File: config.mk
export PLATFORM = sky130hd
export DESIGN_NAME = lane_segment_intercept_classifier_unit
export DESIGN_NICKNAME = d
export VERILOG_FILES = /design/src/hdl/lsic_pkg.sv /design/src/hdl/lsic_div.sv /design/src/hdl/lane_segment_intercept_classifier_unit.sv
export SDC_FILE = /design/constraint.sdc
export NUM_CORES = 1
export LEC_CHECK = 0
export BUFFER_PORTS_ARGS = -buffer_cell sky130_fd_sc_hd__buf_2
export CORE_ASPECT_RATIO = 0.7
export CORE_UTILIZATION = 50
export CTS_CLUSTER_DIAMETER = 40
export CTS_CLUSTER_SIZE = 40
export DETAILED_ROUTE_END_ITERATION = 10
export PLACE_DENSITY = 0.67
export SLEW_MARGIN = 25
export SYNTH_ARGS = -nofsm -noshare
export SYNTH_HDL_FRONTEND = slang
export SYNTH_HIERARCHICAL = 1
export SYNTH_SLANG_ARGS = --single-unit
File: constraint.sdc
create_clock -name clk -period 10.85 [get_ports clk]
set_input_delay 0 -clock clk [delete_from_list [all_inputs] [get_ports clk]]
set_output_delay 0 -clock clk [all_outputs]
set_load 0.01 [all_outputs]
File: src/hdl/lsic_pkg.sv
// ----------------------------------------------------------------------------
// lsic_pkg: shared types and constants
// Widths, register indexes, group codes and payload structs for the lane
// segment intercept classifier.
// ----------------------------------------------------------------------------
package lsic_pkg;

  localparam int MAX_SEGMENTS = 1023;

  localparam int COL_W   = 10;
  localparam int ROW_W   = 9;
  localparam int YOUT_W  = 10;
  localparam int GROUP_W = 3;
  localparam int MEAN_W  = 28;
  localparam int CNT_W   = 10;
  localparam int MARG_W  = 24;
  localparam int Q_FRAC  = 8;
  localparam int MIN_ROWS = 5;

  localparam int CFG_IDX_W  = 2;
  localparam int CFG_DATA_W = 24;

  localparam int ACC_W      = 40;
  localparam int DIV_W      = ACC_W;
  localparam int DVS_W      = CNT_W + 1;
  localparam int DIV_DIGIT  = 2;
  localparam int DIV_STEPS  = DIV_W / DIV_DIGIT;
  localparam int DIV_CNT_W  = $clog2(DIV_STEPS + 1);
  localparam int MUL_STEPS  = COL_W;
  localparam int MUL_CNT_W  = $clog2(MUL_STEPS + 1);

  localparam logic [CNT_W-1:0] COUNT_LIMIT =
    CNT_W'((MAX_SEGMENTS > 1023) ? 1023 : MAX_SEGMENTS);

  localparam logic [MARG_W-1:0] MARGIN_RST = MARG_W'(2560);

  localparam logic signed [MEAN_W-1:0] INT_MAX_C = {1'b0, {(MEAN_W-1){1'b1}}};
  localparam logic signed [MEAN_W-1:0] INT_MIN_C = {1'b1, {(MEAN_W-1){1'b0}}};

  localparam logic [CFG_IDX_W-1:0] REG_ROW_OFFSET   = 2'd0;
  localparam logic [CFG_IDX_W-1:0] REG_LEFT_MARGIN  = 2'd1;
  localparam logic [CFG_IDX_W-1:0] REG_RIGHT_MARGIN = 2'd2;

  localparam logic [GROUP_W-1:0] GRP_FLAT     = 3'd0;
  localparam logic [GROUP_W-1:0] GRP_VERT     = 3'd1;
  localparam logic [GROUP_W-1:0] GRP_L_FIRST  = 3'd2;
  localparam logic [GROUP_W-1:0] GRP_L_SECOND = 3'd3;
  localparam logic [GROUP_W-1:0] GRP_L_NONE   = 3'd4;
  localparam logic [GROUP_W-1:0] GRP_R_FIRST  = 3'd5;
  localparam logic [GROUP_W-1:0] GRP_R_SECOND = 3'd6;
  localparam logic [GROUP_W-1:0] GRP_R_NONE   = 3'd7;

  typedef struct packed {
    logic             frame_start;
    logic [COL_W-1:0] ax;
    logic [ROW_W-1:0] ay;
    logic [COL_W-1:0] bx;
    logic [ROW_W-1:0] by;
  } in_item_t;

  typedef struct packed {
    logic [GROUP_W-1:0]       group;
    logic [COL_W-1:0]         out_ax;
    logic [YOUT_W-1:0]        out_ay;
    logic [COL_W-1:0]         out_bx;
    logic [YOUT_W-1:0]        out_by;
    logic signed [MEAN_W-1:0] intercept;
    logic [CNT_W-1:0]         group_count;
  } out_item_t;

endpackage

File: src/hdl/lsic_div.sv
// ----------------------------------------------------------------------------
// lsic_div: serial unsigned divider
// Restoring division, DIV_DIGIT quotient bits per cycle, quotient shifted
// into the dividend register. done pulses when the quotient is final.
// ----------------------------------------------------------------------------
module lsic_div (
  input  logic                       clk,
  input  logic                       rst_n,
  input  logic                       start,
  input  logic [lsic_pkg::DIV_W-1:0] dividend,
  input  logic [lsic_pkg::DVS_W-1:0] divisor,
  output logic                       done,
  output logic [lsic_pkg::DIV_W-1:0] quotient
);
  import lsic_pkg::*;

  logic [DIV_W-1:0]     q_r, q_nxt;
  logic [DVS_W-1:0]     rem_r, rem_nxt;
  logic [DVS_W-1:0]     dvs_r;
  logic [DIV_CNT_W-1:0] cnt_r;
  logic                 done_r;

  always_comb begin
    logic [DVS_W:0] trial;
    q_nxt   = q_r;
    rem_nxt = rem_r;
    for (int k = 0; k < DIV_DIGIT; k++) begin
      trial = {rem_nxt, q_nxt[DIV_W-1]};
      q_nxt = {q_nxt[DIV_W-2:0], 1'b0};
      if (trial >= {1'b0, dvs_r}) begin
        trial    = trial - {1'b0, dvs_r};
        q_nxt[0] = 1'b1;
      end
      rem_nxt = trial[DVS_W-1:0];
    end
  end

  always_ff @(posedge clk) begin
    if (!rst_n) begin
      cnt_r  <= '0;
      done_r <= 1'b0;
    end else begin
      done_r <= (cnt_r == DIV_CNT_W'(1));
      if (start) begin
        cnt_r <= DIV_CNT_W'(DIV_STEPS);
      end else if (cnt_r != '0) begin
        cnt_r <= cnt_r - DIV_CNT_W'(1);
      end
    end
  end

  always_ff @(posedge clk) begin
    if (start) begin
      q_r   <= dividend;
      rem_r <= '0;
      dvs_r <= divisor;
    end else if (cnt_r != '0) begin
      q_r   <= q_nxt;
      rem_r <= rem_nxt;
    end
  end

  assign done     = done_r;
  assign quotient = q_r;

endmodule

File: src/hdl/lane_segment_intercept_classifier_unit.sv
// ----------------------------------------------------------------------------
// lane_segment_intercept_classifier_unit
// Classifies line segments into left/right lane groups by Q8 y-intercept and
// keeps a count and running mean of intercepts per group.
//
//   channel | signals                        | transfer when
//   --------+--------------------------------+---------------------------
//   input   | in_valid, in_ready, in_data    | in_valid & in_ready
//   result  | out_valid, out_ready, out_data | out_valid & out_ready
//   config  | cfg_we, cfg_index, cfg_data    | cfg_we
//
// Flat and vertical segments go straight to the output state. Classified
// segments use a bit-serial cross product and a serial division (2 quotient
// bits per cycle over 40 bits) for the intercept, and when a group is joined
// another multiply and division for its mean. One segment is in flight at a
// time; the next is taken while the result waits in the output register.
// Synchronous reset restores config defaults and clears groups.
// ----------------------------------------------------------------------------
module lane_segment_intercept_classifier_unit (
  input  logic                            clk,
  input  logic                            rst_n,
  input  logic                            in_valid,
  output logic                            in_ready,
  input  lsic_pkg::in_item_t              in_data,
  output logic                            out_valid,
  input  logic                            out_ready,
  output lsic_pkg::out_item_t             out_data,
  input  logic                            cfg_we,
  input  logic [lsic_pkg::CFG_IDX_W-1:0]  cfg_index,
  input  logic [lsic_pkg::CFG_DATA_W-1:0] cfg_data
);
  import lsic_pkg::*;

  typedef enum logic [12:0] {
    S_IDLE = 13'b0000000000001,
    S_MUL1 = 13'b0000000000010,
    S_LD1  = 13'b0000000000100,
    S_DIV1 = 13'b0000000001000,
    S_SAT  = 13'b0000000010000,
    S_CMP1 = 13'b0000000100000,
    S_CMP2 = 13'b0000001000000,
    S_MUL2 = 13'b0000010000000,
    S_ADD  = 13'b0000100000000,
    S_LD2  = 13'b0001000000000,
    S_DIV2 = 13'b0010000000000,
    S_UPD  = 13'b0100000000000,
    S_OUT  = 13'b1000000000000
  } state_t;

  state_t state_r, state_nxt;

  logic [ROW_W-1:0]  row_offset_r;
  logic [MARG_W-1:0] left_margin_r, right_margin_r;

  logic [CNT_W-1:0]         grp_cnt_r  [4];
  logic [CNT_W-1:0]         grp_cnt_nxt[4];
  logic signed [MEAN_W-1:0] grp_mean_r  [4];
  logic signed [MEAN_W-1:0] grp_mean_nxt[4];

  logic                     out_valid_r, out_valid_nxt;
  out_item_t                out_data_r, out_data_nxt;

  logic [COL_W-1:0]         ax_r, ax_nxt, bx_r, bx_nxt, dxmag_r, dxmag_nxt;
  logic [YOUT_W-1:0]        y1_r, y1_nxt, y2_r, y2_nxt;
  logic                     left_r, left_nxt, dxneg_r, dxneg_nxt, qneg_r, qneg_nxt;
  logic signed [ACC_W-1:0]  acc_r, acc_nxt;
  logic [COL_W-1:0]         mqa_r, mqa_nxt, mqb_r, mqb_nxt;
  logic [MUL_CNT_W-1:0]     mcnt_r, mcnt_nxt;
  logic signed [MEAN_W-1:0] b_r, b_nxt;
  logic [1:0]               gidx_r, gidx_nxt;
  logic [GROUP_W-1:0]       grp_r, grp_nxt;
  logic [CNT_W-1:0]         gcnt_out_r, gcnt_out_nxt;

  logic [YOUT_W-1:0]        y1_in, y2_in;
  logic signed [YOUT_W:0]   dy_in, dx_in;
  logic [YOUT_W:0]          dy_abs;
  logic                     flat_in, vert_in;

  logic signed [ACC_W-1:0]  mul_a, mul_b, acc_step;
  logic [ACC_W-1:0]         acc_abs;

  logic [CNT_W-1:0]         cnt_sel, cnt_inc;
  logic signed [MEAN_W-1:0] mean_sel;
  logic [MARG_W-1:0]        margin_sel;
  logic signed [MEAN_W:0]   diff;
  logic [MEAN_W:0]          diff_abs;
  logic                     match;

  logic                     div_start, div_done;
  logic [DIV_W-1:0]         div_dividend, div_q;
  logic [DVS_W-1:0]         div_divisor;
  logic                     big_pos, big_neg;

  // front-end classification on the incoming item
  assign y1_in   = {1'b0, in_data.ay} + {1'b0, row_offset_r};
  assign y2_in   = {1'b0, in_data.by} + {1'b0, row_offset_r};
  assign dy_in   = $signed({1'b0, y1_in}) - $signed({1'b0, y2_in});
  assign dx_in   = $signed({1'b0, in_data.ax}) - $signed({1'b0, in_data.bx});
  assign dy_abs  = dy_in[YOUT_W] ? YOUT_W'(1) + ~dy_in : dy_in;
  assign flat_in = dy_abs < (YOUT_W + 1)'(MIN_ROWS);
  assign vert_in = (in_data.ax == in_data.bx);

  // bit-serial multiply: MSB first, subtract term used for the cross product
  assign mul_a = (state_r == S_MUL1) ?
                 $signed({{(ACC_W-YOUT_W){1'b0}}, y2_r}) :
                 $signed({{(ACC_W-MEAN_W){mean_sel[MEAN_W-1]}}, mean_sel});
  assign mul_b = $signed({{(ACC_W-YOUT_W){1'b0}}, y1_r});
  assign acc_step = $signed({acc_r[ACC_W-2:0], 1'b0})
                  + (mqa_r[COL_W-1] ? mul_a : '0)
                  - (mqb_r[COL_W-1] ? mul_b : '0);
  assign acc_abs = acc_r[ACC_W-1] ? ('0 - acc_r) : acc_r;

  // group match test
  assign cnt_sel    = grp_cnt_r[gidx_r];
  assign mean_sel   = grp_mean_r[gidx_r];
  assign margin_sel = left_r ? left_margin_r : right_margin_r;
  assign diff       = $signed({b_r[MEAN_W-1], b_r}) - $signed({mean_sel[MEAN_W-1], mean_sel});
  assign diff_abs   = diff[MEAN_W] ? ('0 - diff) : diff;
  assign match      = (cnt_sel == '0) ||
                      (diff_abs < {{(MEAN_W+1-MARG_W){1'b0}}, margin_sel});
  assign cnt_inc    = (cnt_sel < COUNT_LIMIT) ? cnt_sel + CNT_W'(1) : cnt_sel;

  // divider hookup
  assign div_start    = (state_r == S_LD1) || (state_r == S_LD2);
  assign div_dividend = (state_r == S_LD1) ? {acc_abs[ACC_W-Q_FRAC-1:0], {Q_FRAC{1'b0}}}
                                           : acc_abs;
  assign div_divisor  = (state_r == S_LD1) ? {1'b0, dxmag_r}
                                           : {1'b0, cnt_sel} + DVS_W'(1);
  assign big_pos = div_q > {{(DIV_W-MEAN_W){1'b0}}, INT_MAX_C};
  assign big_neg = div_q > {{(DIV_W-MEAN_W){1'b0}}, INT_MIN_C};

  lsic_div u_div (
    .clk      (clk),
    .rst_n    (rst_n),
    .start    (div_start),
    .dividend (div_dividend),
    .divisor  (div_divisor),
    .done     (div_done),
    .quotient (div_q)
  );

  always_comb begin
    state_nxt     = state_r;
    grp_cnt_nxt   = grp_cnt_r;
    grp_mean_nxt  = grp_mean_r;
    out_valid_nxt = out_valid_r;
    out_data_nxt  = out_data_r;
    ax_nxt        = ax_r;
    bx_nxt        = bx_r;
    y1_nxt        = y1_r;
    y2_nxt        = y2_r;
    dxmag_nxt     = dxmag_r;
    left_nxt      = left_r;
    dxneg_nxt     = dxneg_r;
    qneg_nxt      = qneg_r;
    acc_nxt       = acc_r;
    mqa_nxt       = mqa_r;
    mqb_nxt       = mqb_r;
    mcnt_nxt      = mcnt_r;
    b_nxt         = b_r;
    gidx_nxt      = gidx_r;
    grp_nxt       = grp_r;
    gcnt_out_nxt  = gcnt_out_r;

    if (out_valid_r && out_ready) begin
      out_valid_nxt = 1'b0;
    end

    case (state_r)
      S_IDLE: begin
        if (in_valid) begin
          if (in_data.frame_start) begin
            for (int i = 0; i < 4; i++) begin
              grp_cnt_nxt[i]  = '0;
              grp_mean_nxt[i] = '0;
            end
          end
          ax_nxt       = in_data.ax;
          bx_nxt       = in_data.bx;
          y1_nxt       = y1_in;
          y2_nxt       = y2_in;
          left_nxt     = dy_in[YOUT_W] != dx_in[YOUT_W];
          dxneg_nxt    = dx_in[YOUT_W];
          dxmag_nxt    = dx_in[YOUT_W] ? COL_W'(-dx_in) : dx_in[COL_W-1:0];
          b_nxt        = '0;
          gcnt_out_nxt = '0;
          acc_nxt      = '0;
          mqa_nxt      = in_data.ax;
          mqb_nxt      = in_data.bx;
          mcnt_nxt     = MUL_CNT_W'(MUL_STEPS);
          if (flat_in) begin
            grp_nxt   = GRP_FLAT;
            state_nxt = S_OUT;
          end else if (vert_in) begin
            grp_nxt   = GRP_VERT;
            state_nxt = S_OUT;
          end else begin
            state_nxt = S_MUL1;
          end
        end
      end
      S_MUL1, S_MUL2: begin
        acc_nxt  = acc_step;
        mqa_nxt  = {mqa_r[COL_W-2:0], 1'b0};
        mqb_nxt  = {mqb_r[COL_W-2:0], 1'b0};
        mcnt_nxt = mcnt_r - MUL_CNT_W'(1);
        if (mcnt_r == MUL_CNT_W'(1)) begin
          state_nxt = (state_r == S_MUL1) ? S_LD1 : S_ADD;
        end
      end
      S_LD1: begin
        qneg_nxt  = acc_r[ACC_W-1] ^ dxneg_r;
        state_nxt = S_DIV1;
      end
      S_DIV1: begin
        if (div_done) begin
          state_nxt = S_SAT;
        end
      end
      S_SAT: begin
        if (qneg_r) begin
          b_nxt = big_neg ? INT_MIN_C : $signed('0 - div_q[MEAN_W-1:0]);
        end else begin
          b_nxt = big_pos ? INT_MAX_C : $signed(div_q[MEAN_W-1:0]);
        end
        gidx_nxt  = {~left_r, 1'b0};
        state_nxt = S_CMP1;
      end
      S_CMP1, S_CMP2: begin
        if (match) begin
          acc_nxt   = '0;
          mqa_nxt   = cnt_sel;
          mqb_nxt   = '0;
          mcnt_nxt  = MUL_CNT_W'(MUL_STEPS);
          state_nxt = S_MUL2;
        end else if (state_r == S_CMP1) begin
          gidx_nxt  = {gidx_r[1], 1'b1};
          state_nxt = S_CMP2;
        end else begin
          grp_nxt   = left_r ? GRP_L_NONE : GRP_R_NONE;
          state_nxt = S_OUT;
        end
      end
      S_ADD: begin
        acc_nxt   = acc_r + $signed({{(ACC_W-MEAN_W){b_r[MEAN_W-1]}}, b_r});
        state_nxt = S_LD2;
      end
      S_LD2: begin
        qneg_nxt  = acc_r[ACC_W-1];
        state_nxt = S_DIV2;
      end
      S_DIV2: begin
        if (div_done) begin
          state_nxt = S_UPD;
        end
      end
      S_UPD: begin
        grp_mean_nxt[gidx_r] = qneg_r ? $signed('0 - div_q[MEAN_W-1:0])
                                      : $signed(div_q[MEAN_W-1:0]);
        grp_cnt_nxt[gidx_r]  = cnt_inc;
        gcnt_out_nxt         = cnt_inc;
        if (left_r) begin
          grp_nxt = gidx_r[0] ? GRP_L_SECOND : GRP_L_FIRST;
        end else begin
          grp_nxt = gidx_r[0] ? GRP_R_SECOND : GRP_R_FIRST;
        end
        state_nxt = S_OUT;
      end
      S_OUT: begin
        if (!out_valid_r || out_ready) begin
          out_valid_nxt            = 1'b1;
          out_data_nxt.group       = grp_r;
          out_data_nxt.out_ax      = ax_r;
          out_data_nxt.out_ay      = y1_r;
          out_data_nxt.out_bx      = bx_r;
          out_data_nxt.out_by      = y2_r;
          out_data_nxt.intercept   = b_r;
          out_data_nxt.group_count = gcnt_out_r;
          state_nxt                = S_IDLE;
        end
      end
      default: begin
        state_nxt = S_IDLE;
      end
    endcase
  end

  always_ff @(posedge clk) begin
    if (!rst_n) begin
      state_r        <= S_IDLE;
      out_valid_r    <= 1'b0;
      row_offset_r   <= '0;
      left_margin_r  <= MARGIN_RST;
      right_margin_r <= MARGIN_RST;
      for (int i = 0; i < 4; i++) begin
        grp_cnt_r[i]  <= '0;
        grp_mean_r[i] <= '0;
      end
    end else begin
      state_r     <= state_nxt;
      out_valid_r <= out_valid_nxt;
      grp_cnt_r   <= grp_cnt_nxt;
      grp_mean_r  <= grp_mean_nxt;
      if (cfg_we) begin
        case (cfg_index)
          REG_ROW_OFFSET:   row_offset_r   <= cfg_data[ROW_W-1:0];
          REG_LEFT_MARGIN:  left_margin_r  <= cfg_data[MARG_W-1:0];
          REG_RIGHT_MARGIN: right_margin_r <= cfg_data[MARG_W-1:0];
          default: begin
          end
        endcase
      end
    end
  end

  always_ff @(posedge clk) begin
    out_data_r <= out_data_nxt;
    ax_r       <= ax_nxt;
    bx_r       <= bx_nxt;
    y1_r       <= y1_nxt;
    y2_r       <= y2_nxt;
    dxmag_r    <= dxmag_nxt;
    left_r     <= left_nxt;
    dxneg_r    <= dxneg_nxt;
    qneg_r     <= qneg_nxt;
    acc_r      <= acc_nxt;
    mqa_r      <= mqa_nxt;
    mqb_r      <= mqb_nxt;
    mcnt_r     <= mcnt_nxt;
    b_r        <= b_nxt;
    gidx_r     <= gidx_nxt;
    grp_r      <= grp_nxt;
    gcnt_out_r <= gcnt_out_nxt;
  end

  assign in_ready  = (state_r == S_IDLE);
  assign out_valid = out_valid_r;
  assign out_data  = out_data_r;

  a_div_done_owned: assert property (@(posedge clk) disable iff (!rst_n)
    div_done |-> (state_r == S_DIV1 || state_r == S_DIV2))
    else $error("divider done outside a divide state");

  a_early_drop_zero: assert property (@(posedge clk) disable iff (!rst_n)
    out_valid_r && (out_data_r.group == GRP_FLAT || out_data_r.group == GRP_VERT)
      |-> (out_data_r.intercept == '0 && out_data_r.group_count == '0))
    else $error("dropped segment carries intercept or count");

  a_join_counts: assert property (@(posedge clk) disable iff (!rst_n)
    state_r == S_UPD |=> gcnt_out_r != '0)
    else $error("joined group reports zero count");

endmodule
# Word level (Yosys, flattened, before mapping)
# Cells that the tools add are included.
# classes
add_sub_neg,19
multipliers,0
div,0
order_cmp,9
n_eq_ne,30
shift,0
n_mux,85
bitwise,6
reduce_logical,34
# op_table
operator,n
40-bit two-way mux,10
112-bit two-way mux,2
28-bit two-way mux,8
112-bit case mux with 2 select lines,1
40-bit case mux with 4 select lines,1
13-bit case mux with 11 select lines,1
10-bit two-way mux,12
13-bit two-way mux,9
112-bit bitwise mux,1
40-bit case mux with 2 select lines,1
10-bit case mux with 3 select lines,2
28-bit binary-select mux with 2-bit select,1
28-bit demux with 2-bit select,1
28-bit case mux with 2 select lines,1
40-bit by 28-bit adder with 40-bit output,1
40-bit adder,1
40-bit bitwise mux,1
40-bit by 27-bit > comparator with 1-bit output (second input constant),1
40-bit by 28-bit > comparator with 1-bit output (second input constant),1
1-bit by 40-bit subtractor with 40-bit output (first input constant),1
40-bit by 10-bit subtractor with 40-bit output,1
11-bit two-way mux,3
29-bit by 24-bit < comparator with 1-bit output,1
29-bit two-way mux,1
other kinds (70),120
# word_totals
register_bits,532
latchBits,0
mem_bits_rw,0
mem_bits_ro,0
input_bits,70
elab_cells,227
mem_count,0

# Logic depth before layout (Yosys ltp)
# Gate-level depths: netlist (run 1).
# depth
word_depth,11
depth_mapped,31
depth_no_buf,25

# By module
# The synthesis (run 1) kept the hierarchy.
# modules_own_cells
module,n_inst,cells_per_inst,area_each_um2,seq_area_each_um2
lane_segment_intercept_classifier_unit,1,3304,29617.2,11701.2
lsic_div,1,343,3968.8,1871.8

# Worst setup path before layout (run 1)
# Ideal clock, no wire load.
# synth_timing
path_type,reg-to-reg
startpoint,reg gidx_r[0]
endpoint,"reg acc_r[0], enable pin"
setup_ns,0.399
arrival_time_ns,8.462
required_ns,10.451
slack_ns,1.989
stages_incl_launch_ff,29
path_buffers,5
cell_sequence,edfxtp_1 > clkbuf_1 > buf_1 > buf_1 > mux4_2 > ha_1 > fa_1 > and2b_1 > o2111ai_1 > a211o_1 > a31oi_1 > a311oi_1 > o31ai_1 > clkbuf_1 > clkbuf_1 > nor2_1 > xor2_1 > ha_1 > a21o_1 > a21o_1 > a21oi_1 > nor2b_1 > o21ai_0 > nand2_1 > a211oi_1 > nand2_1 > o31ai_4 > o211a_1 > or2_1
# synth_between
elab_chain_len,11
# synth_lines
element,line,text
from (decl),lane_segment_intercept_classifier_unit.sv:70,"logic [1:0] gidx_r, gidx_nxt;"
from (signal assigned),lane_segment_intercept_classifier_unit.sv:331,gidx_r <= gidx_nxt;
2-bit inverter with 3-bit output (implied by the code) *,"lane_segment_intercept_classifier_unit.sv:114, lane_segment_intercept_classifier_unit.sv:115",
28-bit binary-select mux with 2-bit select,lane_segment_intercept_classifier_unit.sv:115,assign mean_sel = grp_mean_r[gidx_r];
28-bit two-way mux (implied by the code) (2 in series),lane_segment_intercept_classifier_unit.sv:115,
28-bit by 28-bit subtractor with 29-bit output,lane_segment_intercept_classifier_unit.sv:117,"assign diff = $signed({b_r[MEAN_W-1], b_r}) - $signed({mean_sel[MEAN_W-1], mean_sel});"
1-bit by 29-bit subtractor with 29-bit output,lane_segment_intercept_classifier_unit.sv:118,assign diff_abs = diff[MEAN_W] ? ('0 - diff) : diff;
29-bit two-way mux,lane_segment_intercept_classifier_unit.sv:118,
29-bit by 24-bit < comparator with 1-bit output,lane_segment_intercept_classifier_unit.sv:120,"(diff_abs < {{(MEAN_W+1-MARG_W){1'b0}}, margin_sel});"
1-bit logical OR *,lane_segment_intercept_classifier_unit.sv:119,assign match = (cnt_sel == '0) ||
2-bit != test (no source line) *,--,
3-bit AND reduction (no source line) *,--,
to (signal assigned),lane_segment_intercept_classifier_unit.sv:326,acc_r <= acc_nxt;
to (decl),lane_segment_intercept_classifier_unit.sv:66,"logic signed [ACC_W-1:0] acc_r, acc_nxt;"
# Every way passes the cells marked *; elsewhere a longest branch is shown, timed or not. The select of a mux whose other input is x is not followed.
# A chain may end at the register's enable or synchronous reset.

# Worst setup path after layout (run 1)
# layout_timing
startpoint,reg gidx_r[0]
endpoint,"reg acc_r[21], enable pin"
# The elaborated chain is that of the path after synthesis.

==> results of run 1 <==
per-stage QoR:
step / setup WS [ns] / hold slack [ns]
6_report: 2.58 / 0.0441
5_1_grt: 2.11 / 0.0758
4_1_cts: 2.70 / 0.0656
3_5_place_dp: 2.74 / 0.193
3_3_place_gp: 2.44 / 0.195
2_1_floorplan: 1.99 / 0.0718
cells by family (layout without fill, tap and decap cells):
kind of cell	Yosys count	after routing	share of synthesized area (%)
compound gates	897	897	17.0
xor+xnor	244	244	6.39
fa+ha+maj	250	250	9.72
buf+inv	412	643	4.69
flops	532	532	40.4
mux	151	151	6.08
simple gates	1161	1161	15.7
power by group through the flow:
stage               Combinational [W]  Clock (W)  Sequential (W)
global route                  0.00668    0.00236         0.00315
floorplan                     0.00448          0         0.00298
finish                        0.00610    0.00226         0.00311
CTS                           0.00594    0.00228         0.00310
detailed placement            0.00586          0         0.00314
global placement              0.00583          0         0.00314
worst min-delay path: cells and delay by family:
family	cells	cell delay, ns
buffers and inverters	1	0.12
AOI/OAI and AO/OA	1	0.05
and+or+nand+nor	2	0.45
flip-flops by register name (all words and copies together), names as in the netlist, 5 cells and up:
signal	count
out_data	81
gcnt_out_r	10
right_margin_r	24
bx_r	10
acc_r	40
left_margin_r	24
y1_r	10
y2_r	10
grp_mean_r	112
b_r	28
dxmag_r	10
u_div/quotient	40
row_offset_r	9
mqa_r	10
ax_r	10
u_div/cnt_r	5
mqb_r	10
u_div/dvs_r	11
state_r	13
u_div/rem_r	11
grp_cnt_r	40
area by class of cell:
cell class	instances	area, sq um	share of cell area (%)
clock buffer	77	1790	4.68
clock inverter	44	454	1.19
inverter	258	973	2.55
multi-input combinational	2703	18500	48.4
sequential	532	13600	35.5
tap	891	1110	2.92
timing repair buffer	264	1810	4.73
cells in the final DEF (no fill, tap or decap), types with 70 or more instances in the layout:
cell type	synthesis	final
edfxtp_1	292	292
nand3_1	77	77
clkbuf_16	0	70
buf_2	2	152
xor2_1	75	75
inv_1	257	255
ha_1	232	232
xnor2_1	168	168
nor2_1	439	435
dfxtp_1	240	240
a21o_1	82	82
a21oi_1	344	343
o21ai_0	114	114
a22oi_1	70	70
nand2_1	343	342
dlygate4sd3_1	0	74
per-layer routing:
layer | track usage, % | vias to the layer above | wire length (um)
met5 | 0 | - | 0
met4 | 6.93 | 0 | 1890
met3 | 6.86 | 127 | 10100
met2 | 38.7 | 1205 | 39300
met1 | 42.9 | 13400 | 46300
li1 | - | 13500 | -
worst min-delay path by stage:
stage               depth (start not counted)  slack (ns)                 to
floorplan                                   1        0.07  left_margin_r[11]
global route                                4        0.08   left_margin_r[1]
global placement                            1        0.19            bx_r[7]
detailed placement                          1        0.19            bx_r[1]
CTS                                         2        0.07            bx_r[7]
finish                                      4        0.04  right_margin_r[5]
==> results.py, run 1 <==
metrics = {
    "outcome": {
        "status": "completed",
    },
    "clocking": {
        "postCtsHoldBufs": 74,
        "cts-resized-gates": 0,
        "clock_path_buffers": 3,
        "cts_made_buffers": 66,
        "cts_root_buf": "clkbuf_16",
        "clk_pin_slew_ns": 0.07,
        "postCtsSetupBuffers": 0,
        "clock_latency_ns": 0.64,
        "htreeDepth": 3,
        "clock-sinks": 532,
        "tritoncts": "built",
    },
    "worst_setup_path": {
        "path_max_fanout": 40,
        "reg2reg_depth": 26,
        "crit_buf_inv": 3,
        "crit_arrival_ns": 8.51,
        "cp.depth": 26,
        "critPathLaunchType": "flip-flop",
        "crit_path_end": "acc_r[21]",
        "cpMaxStageDelayCell": "or2_4",
        "path_delay_family": "compound AO/OA/AOI/OAI gates",
        "cpMostUsedCell": "buf_4",
        "reg2reg_from": "gidx_r[0]",
        "rrSetupSlack_ns": 2.58,
        "worstSetupPathType": "reg -> reg",
        "crit_path_end_kind": "flip-flop",
        "reg2reg_to": "acc_r[21]",
        "worstPathRequired_ns": 11.09,
        "worstSetupStartpoint": "gidx_r[0]",
        "slowest_delay_ns": 0.62,
    },
    "layout": {
        "area_growth_pct": 13.8,
        "final.fill_count": 5896,
        "nNetsFinal": 4145,
        "fin_cells": 4769,
        "diodes": 0,
        "final_layout_size_suffix_gt1_share_pct": 11.1,
        "post-route-util_pct": 57.5,
        "fin_area_sq_um": 38200,
    },
    "floorplanning": {
        "core_sq_um": 66400,
        "row_count": 79,
        "dieHeight_um": 219,
        "initial_core_util_pct": 50.6,
        "boundaryPins": 153,
        "die_w_um": 312,
        "die_area_sq_um": 68200,
    },
    "sta": {
        "period_needed_ns": 8.27,
        "setup_viol": 0,
        "fmax_ghz": 0.121,
        "final-hold-violation-count": 0,
        "maxSlewHeadroom_pct": 26.5,
        "slew_viol_final": 0,
        "fin_setup_tns_ns": 0,
        "fin_crit_sh_pct": 76.2,
        "fin_skew_ns": 0.0365,
        "rsz0062_at_grt": "no",
        "tightest_slew_ns": 1.10,
    },
    "yosys": {
        "synth.ff_latch_count": 532,
        "netlist_top_cells_count": "nor2_1 (439), a21oi_1 (344), nand2_1 (343)",
        "netlist_area_sq_um": 33600,
        "synth-main-ff-cell": "edfxtp_1",
        "ys_warn_count": 6,
        "synth.avg_cell_area_sq_um": 9.21,
        "yosysUniqueCellTypes": 94,
        "synth.most_common_cell": "nor2_1",
        "netlist_instances": 3647,
        "async_flop_share_pct": 0,
        "syn_nets": 3967,
        "yosysTopAreaCell": "edfxtp_1",
        "yosysTopAreaCellShare_pct": 26.1,
        "synth-edff-count": 292,
        "ys_seq_area_share_pct": 40.4,
        "synth_top_cells_by_area": "edfxtp_1 (26%), dfxtp_1 (14%), ha_1 (8.6%)",
    },
    "routing": {
        "routed_via_density": 5.90,
        "first_pass_iters": 8,
        "drt-wirelength-per-cell_um": 20.5,
        "drt_iter0_markers": 3095,
        "dr_total_vias": 28200,
        "drc": 0,
        "wirelength_mm": 97.6,
        "ant_nets": 0,
    },
    "power_and_ir_drop": {
        "power_frac_seq_pct": 27.1,
        "ir_drop_mv": 0.159,
        "p_int_w": 0.00633,
        "p_leak_nw": 15.2,
        "p_per_area_nw_per_um2": 300,
        "p_clk_share_pct": 19.7,
        "total_power_w": 0.0115,
        "switching_share_pct": 44.8,
        "p_sw_w": 0.00514,
        "comb_power_share_pct": 53.2,
    },
    "global_route": {
        "antenna_found_initial": 2,
        "grt-ovfl-total": 0,
        "grt_pass1_wl_mm": 148,
        "grt_pass1_vias": 25600,
        "grt.total_usage_pct": 28.0,
        "grt_max_degree": 120,
    },
    "placement": {
        "post-dp-hpwl_mm": 69.8,
        "placed_area_sq_um": 35200,
        "io_buffers": 152,
        "place_inst": 4571,
        "gp_congestion": 0.930,
    },
    "job": {
        "max-cap-violations": 0,
    },
    "hold_path": {
        "min_from": "cfg_we",
        "hold_class": "in -> reg",
    },
}
No activity file was read; power rests on OpenSTA's default activity.
==> inputs of run 2 (changes only) <==
==> constraint.sdc (replaced) <==
create_clock -name clk -period 8.3 [get_ports clk]
set_input_delay 0 -clock clk [delete_from_list [all_inputs] [get_ports clk]]
set_output_delay 0 -clock clk [all_outputs]
set_load 0.01 [all_outputs]
==> run 2 against run 1 <==
Utilization up 0.30 points. Wire length up 1.6%. Global-route usage up 0.38 points. Final area up 0.53%. Die area unchanged. Non-clock buffer count up 3. Clock-buffer cell count up 4. Critical path type unchanged. Maximum frequency up 5.4%. Worst hold slack worse by 0.032 ns.
==> results.py, run 2 (synthesized netlist as in run 1, its figures left out) <==
metrics = {
    "global_route": {
        "grt.total_usage_pct": 28.3,
        "antenna_found_initial": 2,
        "grt_pass1_vias": 25700,
        "grt_pass1_wl_mm": 150,
        "grt_max_degree": 124,
        "grt-ovfl-total": 0,
    },
    "worst_setup_path": {
        "path_max_fanout": 20,
        "rrSetupSlack_ns": 0.45,
        "crit_path_end_kind": "flip-flop",
        "worstSetupStartpoint": "gidx_r[0]",
        "worstSetupPathType": "reg -> reg",
        "reg2reg_to": "acc_r[33]",
        "worstPathRequired_ns": 8.56,
        "crit_arrival_ns": 8.10,
        "reg2reg_from": "gidx_r[0]",
        "crit_path_end": "acc_r[33]",
        "critPathLaunchType": "flip-flop",
        "reg2reg_depth": 24,
    },
    "power_and_ir_drop": {
        "p_int_w": 0.00841,
        "switching_share_pct": 44.4,
        "power_frac_seq_pct": 26.9,
        "p_sw_w": 0.00671,
        "comb_power_share_pct": 52.4,
        "p_leak_nw": 15.3,
        "p_clk_share_pct": 20.8,
        "p_per_area_nw_per_um2": 394,
        "ir_drop_mv": 0.206,
    },
    "routing": {
        "drt-wirelength-per-cell_um": 20.7,
        "routed_via_density": 5.95,
        "wirelength_mm": 99.2,
        "first_pass_iters": 6,
        "drt_iter0_markers": 3147,
        "dr_total_vias": 28400,
        "drc": 0,
        "ant_nets": 0,
    },
    "job": {
        "max-cap-violations": 0,
    },
    "clocking": {
        "tritoncts": "built",
        "clock-sinks": 532,
        "cts_made_buffers": 70,
        "clock_latency_ns": 0.64,
        "postCtsSetupBuffers": 0,
        "cts_root_buf": "clkbuf_16",
        "htreeDepth": 3,
        "clock_path_buffers": 3,
        "clk_pin_slew_ns": 0.07,
    },
    "placement": {
        "gp_congestion": 0.973,
        "io_buffers": 152,
        "post-dp-hpwl_mm": 71.3,
    },
    "layout": {
        "nNetsFinal": 4153,
        "area_growth_pct": 14.4,
        "regArea_sq_um": 13600,
        "mostFrequentLayoutCell": "nor2_1",
        "post-route-util_pct": 57.8,
        "final_layout_size_suffix_gt1_share_pct": 11.4,
        "multiInputGateArea_sq_um": 18500,
        "final.fill_count": 5856,
        "largest_reg_flops": 112,
        "layout_common_cells": "nor2_1 (435), a21oi_1 (343), nand2_1 (341), edfxtp_1 (292), inv_1 (255)",
        "regMostFlops": "grp_mean_r",
    },
    "floorplanning": {
        "dieHeight_um": 219,
        "initial_core_util_pct": 50.6,
        "die_w_um": 312,
        "die_area_sq_um": 68200,
        "core_sq_um": 66400,
        "boundaryPins": 153,
        "row_count": 79,
    },
    "sta": {
        "setup_viol": 0,
        "period_needed_ns": 7.85,
        "maxSlewHeadroom_pct": 20.1,
        "tightest_slew_ns": 1.20,
        "whs_ns": 0.0119,
        "fin_skew_ns": 0.0416,
        "fin_setup_tns_ns": 0,
        "rsz0062_at_grt": "no",
        "final-hold-violation-count": 0,
        "slew_viol_final": 0,
        "fmax_ghz": 0.127,
        "fin_crit_sh_pct": 94.5,
    },
    "hold_path": {
        "min_from": "cfg_we",
        "hold_class": "in -> reg",
    },
    "outcome": {
        "status": "completed",
    },
}
run 2: changes by cell type in the layout (fill, tap and decap cells not counted), moves of 2 or more:
cell	previous run	this run
buf_4	35	39
clkbuf_1	6	4
clkbuf_16	70	75
clkinv_2	6	2
inv_12	3	1
inv_6	11	14
inv_8	3	9
run 2: timing repair:
item,CTS,global route
hold endpoints to repair,135,0
hold buffers,74,0
setup endpoints to repair,0,40
gates resized for setup,0,1
run 2: how the worst min path moves through the flow:
stage	slack (ns)	cells after the start	end
6_report	0.01	4	left_margin_r[4]
5_1_grt	0.01	4	left_margin_r[2]
4_1_cts	0.06	2	bx_r[1]
3_5_place_dp	0.19	1	bx_r[1]
3_3_place_gp	0.19	1	bx_r[5]
2_1_floorplan	0.07	1	left_margin_r[11]
run 2: critical path, cell delays in order (launching register included):
cell,delay (ns)
edfxtp_1,0.68
buf_4,0.36
mux4_2,0.55
inv_1,0.18
ha_1,0.29
nand2_1,0.11
a311oi_1,0.62
o21a_1,0.29
xor2_1,0.13
or4b_1,0.68
nor4_2,0.45
nor2_1,0.09
xor2_1,0.16
ha_1,0.31
a21o_1,0.16
a21o_1,0.17
a21oi_1,0.17
nor2b_1,0.06
o21ai_0,0.17
nand2_1,0.08
a211oi_1,0.24
nand2_1,0.14
o31ai_4,0.56
o211a_2,0.35
or2_4,0.42
run 2: area by class of cell:
type / instances / area share (%)
well taps: 891 / 2.90
clock buffers: 81 / 4.98
multi-input cells: 2704 / 48.2
flip-flops and latches: 532 / 35.3
diodes: 1 / 0.00651
inverters: 258 / 2.53
repair buffers: 267 / 4.73
clock inverters: 47 / 1.35
run 2: through the flow:
stage / instances / worst slack, ns / total power (W) / cell area, sq um
after global routing: 4781 / 0.0234 / 0.0161 / 38400
final: 4781 / 0.454 / 0.0151 / 38400
after global placement: 4575 / 0.581 / 0.0117 / 35200
after floorplan: 3647 / 0.142 / 0.00974 / 33600
after CTS: 4777 / 0.451 / 0.0149 / 38400
after detailed placement: 4575 / 0.519 / 0.0117 / 35200
run 2: layer usage:
layer,track usage [%],wire length [um]
met1,44.0,47000
met5,0,0
met4,7.83,2330
met3,6.43,10300
met2,38.7,39600
run 2: power groups by stage:
stage / clock network, W / logic, W / registers [W]
after global placement: 0 / 0.00757 / 0.00409
after CTS: 0.00317 / 0.00770 / 0.00405
after global routing: 0.00328 / 0.00869 / 0.00412
final: 0.00314 / 0.00792 / 0.00407
after detailed placement: 0 / 0.00760 / 0.00410
after floorplan: 0 / 0.00586 / 0.00389
